**src/design/rotate_then_move_goal_controller_macros.svh**
```systemverilog
// Assertion macros shared by the goal controller modules.
// Included by rtmgc_cordic and rtmgc_ctrl; depends on nothing else.
`ifndef ROTATE_THEN_MOVE_GOAL_CONTROLLER_MACROS_SVH
`define ROTATE_THEN_MOVE_GOAL_CONTROLLER_MACROS_SVH
`ifndef SYNTHESIS
`define RTMGC_ASSERT(lbl, clk, rst_n, prop, msg) \
    lbl: assert property (@(posedge clk) disable iff (!rst_n) prop) else $error(msg);
`define RTMGC_NEVER(lbl, clk, rst_n, expr, msg) \
    lbl: assert property (@(posedge clk) disable iff (!rst_n) !(expr)) else $error(msg);
`else
`define RTMGC_ASSERT(lbl, clk, rst_n, prop, msg)
`define RTMGC_NEVER(lbl, clk, rst_n, expr, msg)
`endif
`endif

```
**src/design/rtmgc_pkg.sv**
```systemverilog
// Shared types and constants of the goal controller.
// Used by rtmgc_cordic, rtmgc_ctrl and the top level; no dependencies.
package rtmgc_pkg;

    // CORDIC working widths: lengths * 256, angles in rad * 2^24
    localparam int XW       = 28;
    localparam int ZW       = 28;
    localparam int TAB_IW   = 5;
    localparam int PW       = 43;

    localparam logic signed [ZW-1:0] HALF_PI_Z = 28'sd26353589;
    localparam logic [15:0]          INV_GAIN  = 16'd39797;

    // register indexes on the configuration port
    localparam logic [1:0] CFG_ARRIVE_RADIUS   = 2'd0;
    localparam logic [1:0] CFG_ANGLE_TOLERANCE = 2'd1;
    localparam logic [1:0] CFG_STOP_TICKS      = 2'd2;

    typedef struct packed {
        logic start;
    } t_dp_cmd;

    typedef struct packed {
        logic busy;
        logic done;
        logic near;      // distance below arrival radius
        logic aligned;   // |bearing| below tolerance
        logic yaw_off;   // |goal yaw| at or above tolerance
    } t_dp_status;

    function automatic logic [ZW-1:0] atan_lut(input logic [TAB_IW-1:0] idx);
        logic [ZW-1:0] v;
        case (idx)
            5'd0:    v = 28'd13176795;
            5'd1:    v = 28'd7778716;
            5'd2:    v = 28'd4110060;
            5'd3:    v = 28'd2086331;
            5'd4:    v = 28'd1047214;
            5'd5:    v = 28'd524117;
            5'd6:    v = 28'd262123;
            5'd7:    v = 28'd131069;
            5'd8:    v = 28'd65536;
            5'd9:    v = 28'd32768;
            5'd10:   v = 28'd16384;
            5'd11:   v = 28'd8192;
            5'd12:   v = 28'd4096;
            5'd13:   v = 28'd2048;
            5'd14:   v = 28'd1024;
            5'd15:   v = 28'd512;
            5'd16:   v = 28'd256;
            5'd17:   v = 28'd128;
            5'd18:   v = 28'd64;
            5'd19:   v = 28'd32;
            5'd20:   v = 28'd16;
            5'd21:   v = 28'd8;
            5'd22:   v = 28'd4;
            5'd23:   v = 28'd2;
            default: v = 28'd0;
        endcase
        return v;
    endfunction

endpackage

```
**src/design/rtmgc_cordic.sv**
```systemverilog
// Datapath: iterative vectoring CORDIC giving distance and bearing, plus
// the threshold compares and speed candidates. Depends on rtmgc_pkg.
`include "rotate_then_move_goal_controller_macros.svh"
module rtmgc_cordic #(
    parameter int CORDIC_ITERATIONS = 16
) (
    input  logic                    i_clk,
    input  logic                    i_rst_n,
    input  rtmgc_pkg::t_dp_cmd      i_cmd,
    input  logic signed [15:0]      i_goal_x,
    input  logic signed [15:0]      i_goal_y,
    input  logic signed [15:0]      i_goal_yaw,
    input  logic [15:0]             i_arrive_radius,
    input  logic [14:0]             i_angle_tolerance,
    output rtmgc_pkg::t_dp_status   o_status,
    output logic [15:0]             o_lin_move,
    output logic signed [16:0]      o_ang_dir,
    output logic signed [16:0]      o_ang_yaw
);
    localparam int XW = rtmgc_pkg::XW;
    localparam int ZW = rtmgc_pkg::ZW;
    localparam int PW = rtmgc_pkg::PW;
    localparam int IW = rtmgc_pkg::TAB_IW;
    localparam logic [IW-1:0] LAST_ITER = IW'(CORDIC_ITERATIONS - 1);

    localparam logic [1:0] PH_IDLE = 2'd0;
    localparam logic [1:0] PH_ITER = 2'd1;
    localparam logic [1:0] PH_MUL  = 2'd2;
    localparam logic [1:0] PH_DONE = 2'd3;

    logic [1:0]            r_phase, n_phase;
    logic [IW-1:0]         r_iter, n_iter;
    logic signed [XW-1:0]  r_x, n_x, r_y, n_y;
    logic signed [ZW-1:0]  r_z, n_z;
    logic [PW-1:0]         r_prod, n_prod;
    logic signed [15:0]    r_yaw, n_yaw;
    logic                  r_origin, n_origin;

    logic signed [XW-1:0]  gx_s, gy_s, dx, dy;
    logic signed [ZW-1:0]  atan_i;
    logic [XW-2:0]         x_pos;
    logic [PW:0]           dist_sum;
    logic signed [ZW-1:0]  dir_sum;
    logic [16:0]           dist_val;
    logic signed [16:0]    dir;
    logic [16:0]           abs_dir, abs_yaw;
    logic [17:0]           lin2;

    always_comb begin
        gx_s   = {{4{i_goal_x[15]}}, i_goal_x, 8'b0};
        gy_s   = {{4{i_goal_y[15]}}, i_goal_y, 8'b0};
        dx     = r_y >>> r_iter;
        dy     = r_x >>> r_iter;
        atan_i = signed'(rtmgc_pkg::atan_lut(r_iter));
        x_pos  = r_x[XW-1] ? '0 : r_x[XW-2:0];

        n_phase  = r_phase;
        n_iter   = r_iter;
        n_x      = r_x;
        n_y      = r_y;
        n_z      = r_z;
        n_prod   = r_prod;
        n_yaw    = r_yaw;
        n_origin = r_origin;

        if (i_cmd.start) begin
            n_phase  = PH_ITER;
            n_iter   = '0;
            n_yaw    = i_goal_yaw;
            n_origin = (i_goal_x == 16'sd0) && (i_goal_y == 16'sd0);
            // left half plane: pre-rotate by a quarter turn
            if (i_goal_x[15]) begin
                if (!i_goal_y[15]) begin
                    n_x = gy_s;
                    n_y = -gx_s;
                    n_z = rtmgc_pkg::HALF_PI_Z;
                end else begin
                    n_x = -gy_s;
                    n_y = gx_s;
                    n_z = -rtmgc_pkg::HALF_PI_Z;
                end
            end else begin
                n_x = gx_s;
                n_y = gy_s;
                n_z = '0;
            end
        end else begin
            case (r_phase)
                PH_ITER: begin
                    if (!r_y[XW-1]) begin
                        n_x = r_x + dx;
                        n_y = r_y - dy;
                        n_z = r_z + atan_i;
                    end else begin
                        n_x = r_x - dx;
                        n_y = r_y + dy;
                        n_z = r_z - atan_i;
                    end
                    n_iter = r_iter + 1'b1;
                    if (r_iter == LAST_ITER) begin
                        n_phase = PH_MUL;
                    end
                end
                PH_MUL: begin
                    n_prod  = PW'(x_pos) * PW'(rtmgc_pkg::INV_GAIN);
                    n_phase = PH_DONE;
                end
                PH_DONE: begin
                    n_phase = PH_IDLE;
                end
                default: begin
                    n_phase = PH_IDLE;
                end
            endcase
        end
    end

    always_ff @(posedge i_clk) begin
        if (!i_rst_n) begin
            r_phase <= PH_IDLE;
        end else begin
            r_phase <= n_phase;
        end
    end

    always_ff @(posedge i_clk) begin
        r_iter   <= n_iter;
        r_x      <= n_x;
        r_y      <= n_y;
        r_z      <= n_z;
        r_prod   <= n_prod;
        r_yaw    <= n_yaw;
        r_origin <= n_origin;
    end

    // results stay put after done until the next start
    always_comb begin
        dist_sum = {1'b0, r_prod} + (PW+1)'(1 << 23);
        dir_sum  = r_z + ZW'(1024);
        dist_val = r_origin ? 17'd0 : dist_sum[40:24];
        dir      = r_origin ? 17'sd0 : dir_sum[ZW-1:11];
        abs_dir  = dir[16] ? 17'(-dir) : 17'(dir);
        abs_yaw  = r_yaw[15] ? 17'(-{r_yaw[15], r_yaw}) : {1'b0, r_yaw};
        lin2     = {dist_val, 1'b0};

        o_status.busy    = (r_phase != PH_IDLE);
        o_status.done    = (r_phase == PH_DONE);
        o_status.near    = (dist_val < {1'b0, i_arrive_radius});
        o_status.aligned = (abs_dir < {2'b0, i_angle_tolerance});
        o_status.yaw_off = (abs_yaw >= {2'b0, i_angle_tolerance});

        o_lin_move = (lin2 > 18'd65535) ? 16'hFFFF : lin2[15:0];
        o_ang_dir  = {dir[15:0], 1'b0};
        o_ang_yaw  = {r_yaw[15], r_yaw};
    end

    `RTMGC_ASSERT(a_done_after_mul, i_clk, i_rst_n, o_status.done |-> $past(r_phase == PH_MUL), "CORDIC done without scaling step")

endmodule

```
**src/design/rtmgc_ctrl.sv**
```systemverilog
// Controller: request handshakes, stop phase, ROTATE/MOVE state machine and
// the output register. Drives rtmgc_cordic via t_dp_cmd; depends on rtmgc_pkg.
`include "rotate_then_move_goal_controller_macros.svh"
module rtmgc_ctrl (
    input  logic                    i_clk,
    input  logic                    i_rst_n,
    input  logic                    i_s_tvalid,
    output logic                    o_s_tready,
    input  logic                    i_command,
    input  logic                    i_transform_ok,
    input  logic [3:0]              i_stop_ticks,
    output rtmgc_pkg::t_dp_cmd      o_cmd,
    input  rtmgc_pkg::t_dp_status   i_status,
    input  logic [15:0]             i_lin_move,
    input  logic signed [16:0]      i_ang_dir,
    input  logic signed [16:0]      i_ang_yaw,
    output logic                    o_m_tvalid,
    input  logic                    i_m_tready,
    output logic [15:0]             o_linear_speed,
    output logic signed [16:0]      o_angular_speed
);
    localparam logic [1:0] ST_IDLE   = 2'd0;
    localparam logic [1:0] ST_CORDIC = 2'd1;
    localparam logic [1:0] ST_EMIT   = 2'd2;

    localparam logic [1:0] SEL_ZERO = 2'd0;
    localparam logic [1:0] SEL_YAW  = 2'd1;
    localparam logic [1:0] SEL_TURN = 2'd2;
    localparam logic [1:0] SEL_MOVE = 2'd3;

    localparam logic MODE_ROTATE = 1'b0;
    localparam logic MODE_MOVE   = 1'b1;

    logic [1:0]         r_state, n_state;
    logic [1:0]         r_sel, n_sel;
    logic               r_mode, n_mode;
    logic               r_stop_pending, n_stop_pending;
    logic               r_goal_held, n_goal_held;
    logic [3:0]         r_stop_cnt, n_stop_cnt;
    logic               r_m_valid, n_m_valid;
    logic [15:0]        r_m_lin, n_m_lin;
    logic signed [16:0] r_m_ang, n_m_ang;

    logic               accept;
    logic               m_free;
    logic [4:0]         cnt_inc;

    always_comb begin
        o_s_tready  = (r_state == ST_IDLE);
        accept      = i_s_tvalid && o_s_tready;
        m_free      = !r_m_valid || i_m_tready;
        cnt_inc     = {1'b0, r_stop_cnt} + 5'd1;
        o_cmd.start = 1'b0;

        n_state        = r_state;
        n_sel          = r_sel;
        n_mode         = r_mode;
        n_stop_pending = r_stop_pending;
        n_goal_held    = r_goal_held;
        n_stop_cnt     = r_stop_cnt;
        n_m_valid      = r_m_valid && !i_m_tready;
        n_m_lin        = r_m_lin;
        n_m_ang        = r_m_ang;

        case (r_state)
            ST_IDLE: begin
                if (accept) begin
                    if (!i_command) begin
                        n_stop_pending = 1'b1;
                        n_goal_held    = 1'b1;
                    end else if (r_stop_pending) begin
                        // compare before the 4-bit store so 15 still ends
                        if (cnt_inc > {1'b0, i_stop_ticks}) begin
                            n_mode         = MODE_ROTATE;
                            n_stop_pending = 1'b0;
                            n_stop_cnt     = 4'd0;
                        end else begin
                            n_stop_cnt = cnt_inc[3:0];
                        end
                        n_sel   = SEL_ZERO;
                        n_state = ST_EMIT;
                    end else if (r_goal_held && i_transform_ok) begin
                        o_cmd.start = 1'b1;
                        n_state     = ST_CORDIC;
                    end
                end
            end
            ST_CORDIC: begin
                if (i_status.done) begin
                    if (r_mode == MODE_ROTATE) begin
                        if (i_status.near) begin
                            n_sel = i_status.yaw_off ? SEL_YAW : SEL_ZERO;
                        end else if (i_status.aligned) begin
                            n_mode = MODE_MOVE;
                            n_sel  = SEL_ZERO;
                        end else begin
                            n_sel = SEL_TURN;
                        end
                    end else begin
                        if (i_status.near) begin
                            n_mode = MODE_ROTATE;
                            n_sel  = SEL_ZERO;
                        end else begin
                            n_sel = SEL_MOVE;
                        end
                    end
                    n_state = ST_EMIT;
                end
            end
            ST_EMIT: begin
                if (m_free) begin
                    n_m_valid = 1'b1;
                    case (r_sel)
                        SEL_YAW: begin
                            n_m_lin = 16'd0;
                            n_m_ang = i_ang_yaw;
                        end
                        SEL_TURN: begin
                            n_m_lin = 16'd0;
                            n_m_ang = i_ang_dir;
                        end
                        SEL_MOVE: begin
                            n_m_lin = i_lin_move;
                            n_m_ang = i_ang_dir;
                        end
                        default: begin
                            n_m_lin = 16'd0;
                            n_m_ang = 17'sd0;
                        end
                    endcase
                    n_state = ST_IDLE;
                end
            end
            default: begin
                n_state = ST_IDLE;
            end
        endcase
    end

    always_ff @(posedge i_clk) begin
        if (!i_rst_n) begin
            r_state        <= ST_IDLE;
            r_mode         <= MODE_ROTATE;
            r_stop_pending <= 1'b0;
            r_goal_held    <= 1'b0;
            r_stop_cnt     <= 4'd0;
            r_m_valid      <= 1'b0;
        end else begin
            r_state        <= n_state;
            r_mode         <= n_mode;
            r_stop_pending <= n_stop_pending;
            r_goal_held    <= n_goal_held;
            r_stop_cnt     <= n_stop_cnt;
            r_m_valid      <= n_m_valid;
        end
    end

    always_ff @(posedge i_clk) begin
        r_sel   <= n_sel;
        r_m_lin <= n_m_lin;
        r_m_ang <= n_m_ang;
    end

    assign o_m_tvalid      = r_m_valid;
    assign o_linear_speed  = r_m_lin;
    assign o_angular_speed = r_m_ang;

    `RTMGC_ASSERT(a_start_idle, i_clk, i_rst_n, o_cmd.start |-> !i_status.busy, "CORDIC started while busy")
    `RTMGC_ASSERT(a_done_in_wait, i_clk, i_rst_n, i_status.done |-> (r_state == ST_CORDIC), "CORDIC done outside wait state")
    `RTMGC_ASSERT(a_cnt_pending, i_clk, i_rst_n, (r_stop_cnt != 4'd0) |-> r_stop_pending, "stop counter live outside stop phase")
    `RTMGC_ASSERT(a_emit_loads, i_clk, i_rst_n, ((r_state == ST_EMIT) && m_free) |=> r_m_valid, "result not loaded into output register")

endmodule

```
**src/design/rotate_then_move_goal_controller.sv**
```systemverilog
// Turn-then-drive go-to-goal controller. A request with tuser[0] = 0 announces a
// new goal and gives no result. A tick (tuser[0] = 1) gives at most one result:
// during the stop phase after a new goal it is (0,0), passing through ST_EMIT into
// the output register; otherwise, with a goal held and tuser[1] (transform ok)
// set, distance and bearing come from an iterative CORDIC doing one
// micro-rotation per cycle, and the next request is taken once its result is in the
// output register. Ticks with no goal or a failed transform are dropped.
// Configuration is written through i_cfg_we/i_cfg_idx/i_cfg_data.
// Depends on rtmgc_pkg, rtmgc_cordic and rtmgc_ctrl.
module rotate_then_move_goal_controller #(
    parameter int CORDIC_ITERATIONS = 16
) (
    input  logic        i_clk,
    input  logic        i_rst_n,
    input  logic        i_s_axis_tvalid,
    output logic        o_s_axis_tready,
    // [15:0] goal_x, [31:16] goal_y, [47:32] goal_yaw
    input  logic [47:0] i_s_axis_tdata,
    // [0] command, [1] transform_ok
    input  logic [1:0]  i_s_axis_tuser,
    output logic        o_m_axis_tvalid,
    input  logic        i_m_axis_tready,
    // [15:0] linear_speed, [32:16] angular_speed, [39:33] zero
    output logic [39:0] o_m_axis_tdata,
    input  logic        i_cfg_we,
    input  logic [1:0]  i_cfg_idx,
    input  logic [15:0] i_cfg_data
);
    logic [15:0]            r_arrive_radius;
    logic [14:0]            r_angle_tolerance;
    logic [3:0]             r_stop_ticks;

    rtmgc_pkg::t_dp_cmd     dp_cmd;
    rtmgc_pkg::t_dp_status  dp_status;
    logic [15:0]            lin_move;
    logic signed [16:0]     ang_dir;
    logic signed [16:0]     ang_yaw;
    logic [15:0]            linear_speed;
    logic signed [16:0]     angular_speed;

    always_ff @(posedge i_clk) begin
        if (!i_rst_n) begin
            r_arrive_radius   <= 16'd51;
            r_angle_tolerance <= 15'd819;
            r_stop_ticks      <= 4'd7;
        end else if (i_cfg_we) begin
            case (i_cfg_idx)
                rtmgc_pkg::CFG_ARRIVE_RADIUS:   r_arrive_radius   <= i_cfg_data;
                rtmgc_pkg::CFG_ANGLE_TOLERANCE: r_angle_tolerance <= i_cfg_data[14:0];
                rtmgc_pkg::CFG_STOP_TICKS:      r_stop_ticks      <= i_cfg_data[3:0];
                default: ;
            endcase
        end
    end

    rtmgc_cordic #(
        .CORDIC_ITERATIONS (CORDIC_ITERATIONS)
    ) u_cordic (
        .i_clk             (i_clk),
        .i_rst_n           (i_rst_n),
        .i_cmd             (dp_cmd),
        .i_goal_x          (i_s_axis_tdata[15:0]),
        .i_goal_y          (i_s_axis_tdata[31:16]),
        .i_goal_yaw        (i_s_axis_tdata[47:32]),
        .i_arrive_radius   (r_arrive_radius),
        .i_angle_tolerance (r_angle_tolerance),
        .o_status          (dp_status),
        .o_lin_move        (lin_move),
        .o_ang_dir         (ang_dir),
        .o_ang_yaw         (ang_yaw)
    );

    rtmgc_ctrl u_ctrl (
        .i_clk           (i_clk),
        .i_rst_n         (i_rst_n),
        .i_s_tvalid      (i_s_axis_tvalid),
        .o_s_tready      (o_s_axis_tready),
        .i_command       (i_s_axis_tuser[0]),
        .i_transform_ok  (i_s_axis_tuser[1]),
        .i_stop_ticks    (r_stop_ticks),
        .o_cmd           (dp_cmd),
        .i_status        (dp_status),
        .i_lin_move      (lin_move),
        .i_ang_dir       (ang_dir),
        .i_ang_yaw       (ang_yaw),
        .o_m_tvalid      (o_m_axis_tvalid),
        .i_m_tready      (i_m_axis_tready),
        .o_linear_speed  (linear_speed),
        .o_angular_speed (angular_speed)
    );

    assign o_m_axis_tdata = {7'b0, angular_speed, linear_speed};

endmodule
```
**config.mk**
```make
export PLATFORM = sky130hd
export DESIGN_NAME = rotate_then_move_goal_controller
export DESIGN_NICKNAME = d
export VERILOG_FILES = /design/src/design/rtmgc_pkg.sv /design/src/design/rtmgc_cordic.sv /design/src/design/rtmgc_ctrl.sv /design/src/design/rotate_then_move_goal_controller.sv
export VERILOG_INCLUDE_DIRS = /design/src /design/src/design
export SDC_FILE = /design/constraint.sdc
export NUM_CORES = 1
export LEC_CHECK = 0
export BUFFER_PORTS_ARGS = -buffer_cell sky130_fd_sc_hd__buf_2
export CORE_ASPECT_RATIO = 1.4
export CORE_MARGIN = 4
export CORE_UTILIZATION = 35
export CTS_CLUSTER_DIAMETER = 200
export DETAILED_ROUTE_END_ITERATION = 10
export GPL_ROUTABILITY_DRIVEN = 0
export SYNTH_ARGS = -nofsm -noshare
export SYNTH_HDL_FRONTEND = slang
export SYNTH_SLANG_ARGS = --single-unit
```
**constraint.sdc**
```tcl
create_clock -name i_clk -period 20.6 [get_ports i_clk]
set_input_delay 4.12 -clock i_clk [delete_from_list [all_inputs] [get_ports i_clk]]
set_output_delay 4.12 -clock i_clk [all_outputs]
set_load 0.05 [all_outputs]
```
# Yosys cells after proc, flatten, opt, wreduce, memory -nomap -nowiden
# Memories as Yosys holds them, arrays and structs flattened. A register that Yosys moved wholly into a read port is not among the register bits.
# Cells that the tools add are included.
dict set report totals {
  output_inout_bits 42
  wordCells 158
  inputBits 73
  mem_bits_ro 768
  ram_bits 0
  n_memories 1
  reg_bits 229
  latchBits 0
}
dict set report classes {
  n_reduce_logical 26
  n_mux 65
  bitwise 3
  mul 1
  eq_ne 20
  n_shift 2
  div_mod_pow 0
  magnitude_cmp 5
  addsub 14
}
# name depth width rd rd_clocked_by_memory_dff write_ports line
set memory_table {}
lappend memory_table {{(name not given)} 32 24 1 1 0 rtmgc_pkg.sv:33} ;# case (idx)
# cell n
set ops {}
lappend ops {{2-to-1 mux 28 bit} 15}
lappend ops {{adder 28 bit} 3}
lappend ops {{subtractor 28 bit} 3}
lappend ops {{2-to-1 mux 17 bit} 4}
lappend ops {{negator 24 -> 28 bit} 2}
lappend ops {{>>> shifter 28 x 5 -> 28 bit} 2}
lappend ops {{adder 41 x 24 -> 41 bit, second input constant} 1}
lappend ops {{multiplier 27 x 16 -> 41 bit, second input constant} 1}
lappend ops {{negator 17 bit} 2}
lappend ops {{one-hot mux 17 bit (2 select lines)} 1}
lappend ops {{logical NOT 16 bit} 2}
lappend ops {{2-to-1 mux 2 bit} 15}
lappend ops {{adder 28 x 12 -> 28 bit, second input constant} 1}
lappend ops {{2-to-1 mux 27 bit} 1}
lappend ops {{2-to-1 mux 1 bit} 21}
lappend ops {{greater-than comparator 18 x 16 -> 1 bit, second input constant} 1}
lappend ops {{>= comparator 17 x 15 -> 1 bit} 1}
lappend ops {{< comparator 17 x 15 -> 1 bit} 1}
lappend ops {{< comparator 17 x 16 -> 1 bit} 1}
lappend ops {{2-to-1 mux 16 bit} 1}
lappend ops {{equality test 2 bit, second input constant} 6}
lappend ops {{!= test 2 x 1 -> 1 bit, second input constant} 6}
lappend ops {{AND reduction 2 bit} 6}
lappend ops {{2-to-1 mux 5 bit} 2}
lappend ops {{23 further kinds} 37}

# Depth between registers and ports, before layout
# Gate-level depths: netlist of the first run.
dict set report depth {
  depth_word 10
  ltp_mapped 28
}

# By module
# Synthesis of the first run repeated with hierarchy kept, for this count alone.
dict set report hier_totals {
  hier_cells 3335
  hier_area_um2 29861.1
}
# mod area_each_um2 cells_each n_inst
set by_module_without_submodules {}
lappend by_module_without_submodules {rtmgc_cordic 26405.3 3040 1}
lappend by_module_without_submodules {rtmgc_ctrl 2000.7 152 1}
lappend by_module_without_submodules {rotate_then_move_goal_controller 1455.1 143 1}

# Worst setup path after synthesis of the first run
# OpenSTA, ideal clock, no wires.
dict set report synth_timing {
  path_type {reg2reg}
  startpoint {register u_cordic.r_x[27]}
  endpoint {register u_cordic.r_prod[40] (data pin)}
  path_buffers 4
  slack_ns 13.218
  arrival_ns 7.110
  path_stages_with_launch 27
  setup_ns 0.273
  path_cell_list {edfxtp_1 clkbuf_1 clkbuf_1 buf_1 buf_1 nor2b_1 fa_1 inv_1 fa_1 inv_1 fa_1 fa_1 fa_1 inv_1 fa_1 inv_1 ha_1 a21o_1 a21o_1 a21oi_1 o21ai_0 o311ai_0 a211oi_1 nor2_1 nor2_1 a2111oi_0 xnor2_1}
}
dict set report synth_between {
  elab_chain_len 2
}
# item line
set synth_rtl {}
lappend synth_rtl {{start: declaration} rtmgc_cordic.sv:33} ;# logic signed [XW-1:0] r_x, n_x, r_y, n_y;
lappend synth_rtl {{start signal: assignment} rtmgc_cordic.sv:128} ;# r_x <= n_x;
lappend synth_rtl {{2-to-1 mux 27 bit} rtmgc_cordic.sv:55} ;# x_pos = r_x[XW-1] ? '0 : r_x[XW-2:0];
lappend synth_rtl {{multiplier 27 x 16 -> 41 bit} rtmgc_cordic.sv:105} ;# n_prod = PW'(x_pos) * PW'(rtmgc_pkg::INV_GAIN);
lappend synth_rtl {{end signal: assignment} rtmgc_cordic.sv:131} ;# r_prod <= n_prod;
lappend synth_rtl {{end: declaration} rtmgc_cordic.sv:35} ;# logic [PW-1:0] r_prod, n_prod;
# Every way passes these cells.
# A chain may end at the register's enable or synchronous reset.

# Worst setup path in the final report of the first run
# Ends and elaborated chain as after synthesis.

==> metrics.md, run 1 <==
| Metric | Value |
|---|---|
| Worst-skew pair later-pin latency | approximately 590 ps |
| Top cell by count, worst path | fa_1 |
| Critical Path AT | about 8200 ps |
| Routed vias/inst | between 5 and 6 |
| CP peak stage delay | ~790 ps |
| Slew headroom | 0.2254 |
| Cts bufs inserted | 28 |
| Crit path capture type | register |
| Nets | between 3k and 4k |
| Inserted Diodes | 0 |
| Initial core utilization | 0.3531 |
| Vias in the first global route | 22.59k |
| Primary FF master, synth | edfxtp_1 |
| # setup viols final | 0 |
| Hold-fix buffers at CTS | 0 |
| Initial antenna violation count | 0 |
| Dominant cell type by area after synthesis | edfxtp_1 |
| Cells after synthesis | 3166 |
| Max Clock Freq | roughly 130 MHz |
| Largest net degree at the start of global routing | 80 |
| H-tree depth | 1 |
| Hold Crit Class | reg2reg |
| Sequential share of the synthesized area | 0.2163 |
| Status | finished, final reports clean |
| Final hold viol count | 0 |
| Initial DRC count | ~1.6k |
| Die Ht | ~350 um |
| Max Slew Vio Count | 0 |
| Setup_tns | 0 ps |
| # port buffers | between 100 and 150 |
| Critical path launch point type | register |
| Synth top area share | 0.1627 |
| Critical Path Fanout Max | 60 |
| Area grow syn2layout | 8.374% |
| Fillers | just over 8k |
| Avg WL per Cell | 18.31 um |
| Most common cell after layout, fill and taps aside | inv_1 |
| # clock sinks | 230 |
| Max Cap Violations | 0 |
| Synth cell types | 89 |
| Layout cell share with drive strength beyond 1 | 0.09236 |
| DIE AREA | 85880 um^2 |
| Clk root buf | clkbuf_16 |
| Core area | between 80000 and 90000 um^2 |
| Final min period | 7922 ps |
| Cells along the critical path | buf_4 > nor2b_1 > and2_1 > a21oi_1 > fa_1 > inv_1 > fa_1 > fa_1 > fa_1 > inv_1 > fa_1 > inv_1 > ha_1 > nor4_1 > or4b_2 > a21oi_1 > o311ai_0 > a211oi_1 > nor2_1 > nor2_1 > a2111oi_0 > xnor2_1 |
| Post_cts resized | 0 |
| Synthesized area per cell | 8.976 um^2 |
| Synth Register Bits | 230 |
| Period utilisation layout | 0.3845 |
| CTS Buffer Depth | 3 |
| Slew @ Worst Pin | ~1200 ps |
| Kind of critical path | reg2reg |
| Dpl hpwl | approximately 62000 um |
| DRC violations left | 0 |
| Slowest CP cell | nor4_1 |
| Die width | ~250 um |
| Total GRT Usage | 0.1743 |
| CTS tree | yes |
| Total gr overflow | 0 |
| Antenna-violating nets left | 0 |
| Synth Warn # | 0 |
| Most frequent cells in the layout | inv_1 (335), ha_1 (299), nand2_1 (262) |
| RSZ-0062 raised after global routing | false |
| Cell Area, Synth | roughly 28000 um^2 |
| Worst-path clk slew | approximately 60 ps |
| Asr flop ratio synth | 0 |
| Cell row count | approximately 120 |
| CP required | between 20000 and 25000 ps |
| Largest cells by area after synthesis | edfxtp_1 (16%), ha_1 (13%), fa_1 (12%) |
| EDFF count, synth | ~150 |
| Vias | about 23k |
| DRT Wirelength | roughly 78000 um |
| Post-CTS Setup Inserts | 0 |
| Initial DRT Pass Iterations | 5 |
| I/O pin total | about 120 |
| Worst Skew | between 30 and 40 ps |
| Global-route wire length before repair | 123300 um |
## flip-flops by register name, indices dropped and copies added, names as in the netlist, 2 cells and up
| signal | cells |
|---|---|
| r_angle_tolerance | 15 |
| u_cordic.r_yaw | 16 |
| u_ctrl.r_sel | 2 |
| u_cordic.r_x | 28 |
| u_cordic.r_iter | 5 |
| r_stop_ticks | 4 |
| u_cordic.r_prod | 18 |
| u_cordic.r_y | 28 |
| u_cordic.r_z | 28 |
| u_ctrl.o_linear_speed | 16 |
| u_ctrl.o_angular_speed | 17 |
| u_ctrl.r_stop_cnt | 4 |
| u_ctrl.r_state | 2 |
| u_cordic.r_phase | 2 |
| u_cordic.atan_i | 24 |
| r_arrive_radius | 16 |
## through the flow
stage	std cells	setup WS (ps)	hold WS (ps)	utilization	area [um^2]
2_1_floorplan	3172	13220	435.5	-	28440
3_3_place_gp	4204	12770	442.7	0.3708	29840
3_5_place_dp	4204	12570	447.5	0.3708	29840
4_1_cts	4256	12560	456.2	0.3826	30800
5_1_grt	4256	12030	474.0	0.3826	30800
6_report	4256	12680	453.2	0.3826	30800
## critical path: cells and delay by family (launching register included)
family / cells / cell delay [ps]
DFF: 1 / 380
adders and majority gates: 6 / 2850
and+or+nand+nor: 6 / 2380
buffers and inverters: 4 / 480
AOI/OAI and AO/OA: 5 / 1420
xor gates and xnor gates: 1 / 130
## per-layer routing
| metal | global-route usage | share of wire | vias up |
|---|---|---|---|
| met5 | 0 | 0 | - |
| met4 | 0.06025 | 0.040 | 0 |
| met3 | 0.01355 | 0.039 | 152 |
| met2 | 0.3169 | 0.50 | 598 |
| met1 | 0.2175 | 0.42 | 11000 |
| li1 | - | - | 11100 |
## synthesized netlist by cell type (51+ instances only)
master,n
a21o_1,71
a21oi_1,182
clkbuf_1,113
dfxtp_1,76
edfxtp_1,154
fa_1,164
ha_1,299
inv_1,337
mux2i_1,51
mux4_2,73
nand2_1,262
nand3_1,61
nor2_1,237
o21ai_0,161
xnor2_1,180
xor2_1,104
## path summary, 6_finish.rpt
path	from	end	slack [ps]	cells past startpoint
setup reg to reg	u_cordic.r_x[27]	u_cordic.r_prod[40]	12680	22
hold reg to reg	r_arrive_radius[12]	r_arrive_radius[12]	450	2
setup / recovery	u_cordic.r_x[27]	u_cordic.r_prod[40]	12680	22
hold / removal	r_arrive_radius[12]	r_arrive_radius[12]	450	2
## layout make-up
cell class                      count  area (um^2)  share of cell area
Tap cell                         1062         1329             0.04314
Clock inverter                     14        172.7            0.005606
Timing Repair Buffer              126        678.2             0.02202
Clock buffer                       38        783.3             0.02543
Inverter                          340         1279             0.04152
Sequential cell                   230         6155              0.1998
Multi-Input combinational cell   2446        20400              0.6624
## kinds of logic after synthesis
logic type / Yosys count / share of synthesized area
xor+xnor: 284 / 0.08753
fa+ha+maj: 467 / 0.2486
simple gates: 851 / 0.1423
compound gates: 696 / 0.1553
other cells: 1 / 0.0001320
buf+inv: 496 / 0.06732
flops: 230 / 0.2163
mux: 141 / 0.08255
Power of run 1 is not shown: default switching activity piles up to over one toggle a cycle in this logic, so the estimate is an artifact.
==> run 2: changes to the inputs <==
==> constraint.sdc (replaced) <==
create_clock -name i_clk -period 8.09 [get_ports i_clk]
set_input_delay 1.618 -clock i_clk [delete_from_list [all_inputs] [get_ports i_clk]]
set_output_delay 1.618 -clock i_clk [all_outputs]
set_load 0.05 [all_outputs]
==> metrics.md, run 2 (synthesis gave the netlist of run 1 again) <==
| Metric | Value |
|---|---|
| Status | finished, final reports clean |
| Min-delay src | r_arrive_radius[11] |
| Vias in the first global route | between 20k and 25k |
| Worst r2r src | u_cordic.r_x[6] |
| # clock sinks | 230 |
| Nets | 3726 |
| DRT Wirelength | 78600 um |
| CTS Buffer Depth | 3 |
| Initial core utilization | 0.3531 |
| End of the worst register-to-register path | u_cordic.r_prod[40] |
| Core area | between 80000 and 90000 um^2 |
| Cts bufs inserted | 27 |
| Most frequent cells in the layout | inv_1 (336), ha_1 (299), nand2_1 (262) |
| Initial DRT Pass Iterations | 6 |
| Cell row count | between 100 and 150 |
| Largest regs | u_cordic.r_x: 28 flops, u_cordic.r_y: 28 flops, u_cordic.r_z: 28 flops |
| Critical Path Fanout Max | 15 |
| Vias | between 20k and 25k |
| Routed vias/inst | about 5.3 |
| Hold-fix buffers at CTS | 0 |
| Period utilisation layout | 0.9250 |
| CP required | approximately 8400 ps |
| Antenna-violating nets left | 0 |
| Largest net degree at the start of global routing | approximately 110 |
| Initial DRC count | around 1.7k |
| Crit. Startpoint | u_cordic.r_x[6] |
| Final hold viol count | 0 |
| # setup viols final | 0 |
| I/O pin total | 115 |
| Dpl cells | between 4k and 5k |
| Final min period | approximately 7500 ps |
| Total GRT Usage | 0.1782 |
| CTS tree | yes |
| Avg WL per Cell | 18.40 um |
| Layout cell share with drive strength beyond 1 | 0.09903 |
| Clk root buf | clkbuf_16 |
| Worst-skew pair later-pin latency | approximately 600 ps |
| R2R setup slack | about 610 ps |
| Dpl hpwl | about 63000 um |
| Kind of critical path | reg2reg |
| Post-CTS Setup Inserts | 0 |
| Max Clock Freq | 133.6 MHz |
| Worst Skew | ~28 ps |
| Max Cap Violations | 0 |
| Critical Path AT | around 8000 ps |
| Worst-path clk slew | roughly 70 ps |
| Worst R2R Path Depth | 20 |
| Post-Layout Cell Count | 4273 |
| Critical path launch point type | register |
| Area grow syn2layout | 8.810% |
| Slew headroom | 0.2379 |
| Global-route wire length before repair | around 130000 um |
| Total gr overflow | 0 |
| Slew @ Worst Pin | 1141 ps |
| Worst setup path endpoint | u_cordic.r_prod[40] |
| DIE AREA | approximately 86000 um^2 |
| Post_cts resized | 0 |
| Setup_tns | 0 ps |
| Most common cell after layout, fill and taps aside | inv_1 |
| Die width | between 200 and 250 um |
| Inserted Diodes | 0 |
| # port buffers | ~110 |
| Initial antenna violation count | 0 |
| H-tree depth | 1 |
| Die Ht | 345.2 um |
| RSZ-0062 raised after global routing | false |
| Crit path capture type | register |
| Hold Crit Class | reg2reg |
| DRC violations left | 0 |
| Max Slew Vio Count | 0 |
-- run 2: changes by cell type in the layout (fill, tap and decap cells not counted) --
cell,previous run,this run
buf_4,19,37
clkbuf_1,6,0
clkinv_4,1,5
inv_4,2,5
bufinv_16,3,1
clkinvlp_4,2,0
buf_12,0,1
clkbuf_4,1,0
clkbuf_8,2,1
clkinv_1,5,4
clkinv_2,3,4
inv_1,335,336
inv_16,0,1
inv_6,2,3
-- run 2: metal layers --
layer / vias to the layer above / share of wire / track usage
met5: - / 0 / 0
met4: 0 / 0.039 / 0.06322
met3: 148 / 0.036 / 0.01641
met2: 535 / 0.51 / 0.3252
met1: 11000 / 0.42 / 0.2191
li1: 11140 / - / -
-- run 2: area by class of cell --
type | instances | area (um^2)
Clock buffer | 30 | 739.5
Multi-Input combinational cell | 2446 | 20400
Fill cell | 8142 | 49570
Tap cell | 1062 | 1329
Inverter | 340 | 1279
Clock inverter | 20 | 185.2
Timing Repair Buffer | 145 | 833.3
Sequential cell | 230 | 6155
-- run 2: through the flow --
| stage | worst slack [ps] | instance area (um^2) | util | hold WS, ps |
|---|---|---|---|---|
| after global routing | 220.7 | 30920 | 0.3842 | 477.8 |
| final | 606.6 | 30920 | 0.3842 | 454.3 |
| after detailed placement | 641.8 | 30000 | 0.3727 | 447.3 |
| after global placement | 699.0 | 30000 | 0.3727 | 441.9 |
| after CTS | 614.4 | 30920 | 0.3842 | 455.9 |
| after floorplan | 707.5 | 28440 | - | 435.5 |
-- run 2: how the worst min path moves through the flow --
| stage | endpoint | slack, ps | depth (start not counted) |
|---|---|---|---|
| floorplan | r_arrive_radius[0] | 440 | 2 |
| global placement | r_angle_tolerance[3] | 440 | 2 |
| detailed placement | r_arrive_radius[11] | 450 | 2 |
| CTS | r_arrive_radius[11] | 460 | 2 |
| global route | r_arrive_radius[3] | 480 | 2 |
| finish | r_arrive_radius[11] | 450 | 2 |
-- run 2: critical path: stages, from the launching register on --
cell	delay, ps
edfxtp_1	730
nor2b_1	600
xnor2_1	190
fa_1	420
inv_1	80
fa_1	400
ha_1	330
fa_1	520
fa_1	490
ha_1	310
nand4_1	160
nor4_1	710
nor4_1	210
or4b_2	730
a21oi_1	250
o311ai_0	250
a211oi_1	330
nor2_1	110
nor2_1	130
a2111oi_0	90
xnor2_1	150
Power of run 2 is left out for the same reason.
==> run 3: changes to the inputs <==
--- a/config.mk
+++ b/config.mk
@@ -10,9 +10,11 @@
 export CORE_ASPECT_RATIO = 1.4
 export CORE_MARGIN = 4
 export CORE_UTILIZATION = 35
+export CTS_BUF_LIST = sky130_fd_sc_hd__clkbuf_4
 export CTS_CLUSTER_DIAMETER = 200
 export DETAILED_ROUTE_END_ITERATION = 10
 export GPL_ROUTABILITY_DRIVEN = 0
+export PLACE_DENSITY_LB_ADDON = 0.05
 export SYNTH_ARGS = -nofsm -noshare
 export SYNTH_HDL_FRONTEND = slang
 export SYNTH_SLANG_ARGS = --single-unit
==> metrics.md, run 3 (synthesis gave the netlist of run 1 again) <==
| Metric | Value |
|---|---|
| Bufs and invs on worst path | 4 |
| Hold-fix buffers at CTS | 0 |
| Hold Crit Class | reg2reg |
| DRT Wirelength | between 80000 and 90000 um |
| WL met2 | ~45000 um |
| Crit path capture type | register |
| Kind of critical path | reg2reg |
| Avg WL per Cell | between 15 and 20 um |
| Multi-input gate area | roughly 20000 um^2 |
| Crit path max-delay family | adder cells |
| Final min period | roughly 7500 ps |
| Cells along the critical path | buf_4 > nor2b_1 > and2_1 > a21oi_1 > fa_1 > inv_1 > fa_1 > fa_1 > fa_1 > inv_1 > fa_1 > inv_1 > ha_1 > nor4_1 > or4b_2 > a21oi_1 > o311ai_0 > a211oi_1 > nor2_1 > nor2_1 > a2111oi_0 > xnor2_1 |
| Vias | ~23k |
| Critical Path Fanout Max | 13 |
| Slowest CP cell | nor4_1 |
| # clock sinks | 230 |
| Worst-path clk slew | roughly 70 ps |
| Total gr overflow | 0 |
| Initial core utilization | 0.3531 |
| Largest regs | u_cordic.r_x: 28 flops, u_cordic.r_y: 28 flops, u_cordic.r_z: 28 flops |
| Period utilisation layout | 0.9307 |
| Worst Skew | approximately 75 ps |
| Die width | approximately 250 um |
| Max Used Layer | met5 |
| Top cell by count, worst path | fa_1 |
| Die Ht | about 350 um |
| Storage cell area | 6155 um^2 |
| Slew @ Worst Pin | about 1200 ps |
| Initial DRC count | 1213 |
| Initial DRT Pass Iterations | 5 |
| Most frequent cells in the layout | inv_1 (336), ha_1 (299), nand2_1 (262) |
| Area grow syn2layout | 8.920% |
| Layout cell share with drive strength beyond 1 | 0.1147 |
| H-tree depth | 3 |
| Cell row count | 123 |
| I/O pin total | around 120 |
| DRC violations left | 0 |
| Vias in the first global route | ~24k |
| Critical path launch point type | register |
| Post_cts resized | 0 |
| Most common cell after layout, fill and taps aside | inv_1 |
| Cts bufs inserted | 67 |
| Setup_tns | 0 ps |
| Status | finished, final reports clean |
| Nets | roughly 3.8k |
| DIE AREA | 85880 um^2 |
| Critical Path AT | about 8100 ps |
| Final instance area | 30950 um^2 |
| Dpl hpwl | about 70000 um |
| Routed vias/inst | 5.289 |
| CTS Buffer Depth | 3 |
| Placed Area | between 30000 and 40000 um^2 |
| Max Cap Violations | 0 |
| RSZ-0062 raised after global routing | false |
| # setup viols final | 0 |
| CTS tree | yes |
| Post-Route M1 WL | 34770 um |
| Fillers | between 8k and 9k |
| Slew headroom | 0.2134 |
| Initial antenna violation count | 7 |
| Worst-skew pair later-pin latency | 820 ps |
| # port buffers | between 100 and 150 |
| Total GRT Usage | 0.1997 |
| Met3 WL | roughly 3400 um |
| CP required | between 8000 and 9000 ps |
| Core area | slightly above 80000 um^2 |
| Clk root buf | clkbuf_4 |
| CP peak stage delay | 610 ps |
| Largest net degree at the start of global routing | between 60 and 70 |
| Antenna-violating nets left | 0 |
| Max Clock Freq | 132.8 MHz |
| Post-CTS Setup Inserts | 0 |
| Final hold viol count | 0 |
| Max Slew Vio Count | 0 |
| Global-route wire length before repair | ~140000 um |
run 3: metal layers:
layer / up-vias / track usage
li1: 11250 / -
met1: 11030 / 0.2313
met2: 534 / 0.3656
met3: 201 / 0.02755
met4: 4 / 0.08888
met5: - / 0
run 3: layout make-up:
class | count | area share
multi-input cells | 2446 | 0.6591
flip-flops and latches | 230 | 0.1988
well taps | 1062 | 0.04293
inverters | 340 | 0.04131
repair buffers | 152 | 0.02943
clock buffers | 90 | 0.02183
clock inverters | 29 | 0.006306
diodes | 3 | 0.0002425
run 3: worst reg2reg max path, delay by kind of cell (launching register included):
family	cells	cell delay [ps]
compound gates	5	1380
buf+inv	4	400
xor+xnor	1	120
fa+ha+maj	6	2800
simple gates	6	2050
flops	1	530
run 3: worst paths after layout:
check / slack, ps / end / depth (start not counted) / start
worst max register to register: 560 / u_cordic.r_prod[40] / 22 / u_cordic.r_x[27]
worst max-delay path: 560 / u_cordic.r_prod[40] / 22 / u_cordic.r_x[27]
worst min-delay path: 450 / r_arrive_radius[2] / 2 / r_arrive_radius[2]
worst min register to register: 450 / r_arrive_radius[2] / 2 / r_arrive_radius[2]
run 3: through the flow:
stage	instances	worst slack, ps	utilization	hold slack, ps
2_1_floorplan	3172	707.5	-	435.5
3_3_place_gp	4230	368.9	0.3737	449.6
3_5_place_dp	4230	368.4	0.3737	448.2
4_1_cts	4349	364.8	0.3845	456.7
5_1_grt	4351	12.11	0.3845	478.5
6_report	4352	560.7	0.3846	454.9
Power of run 3 is left out for the same reason.
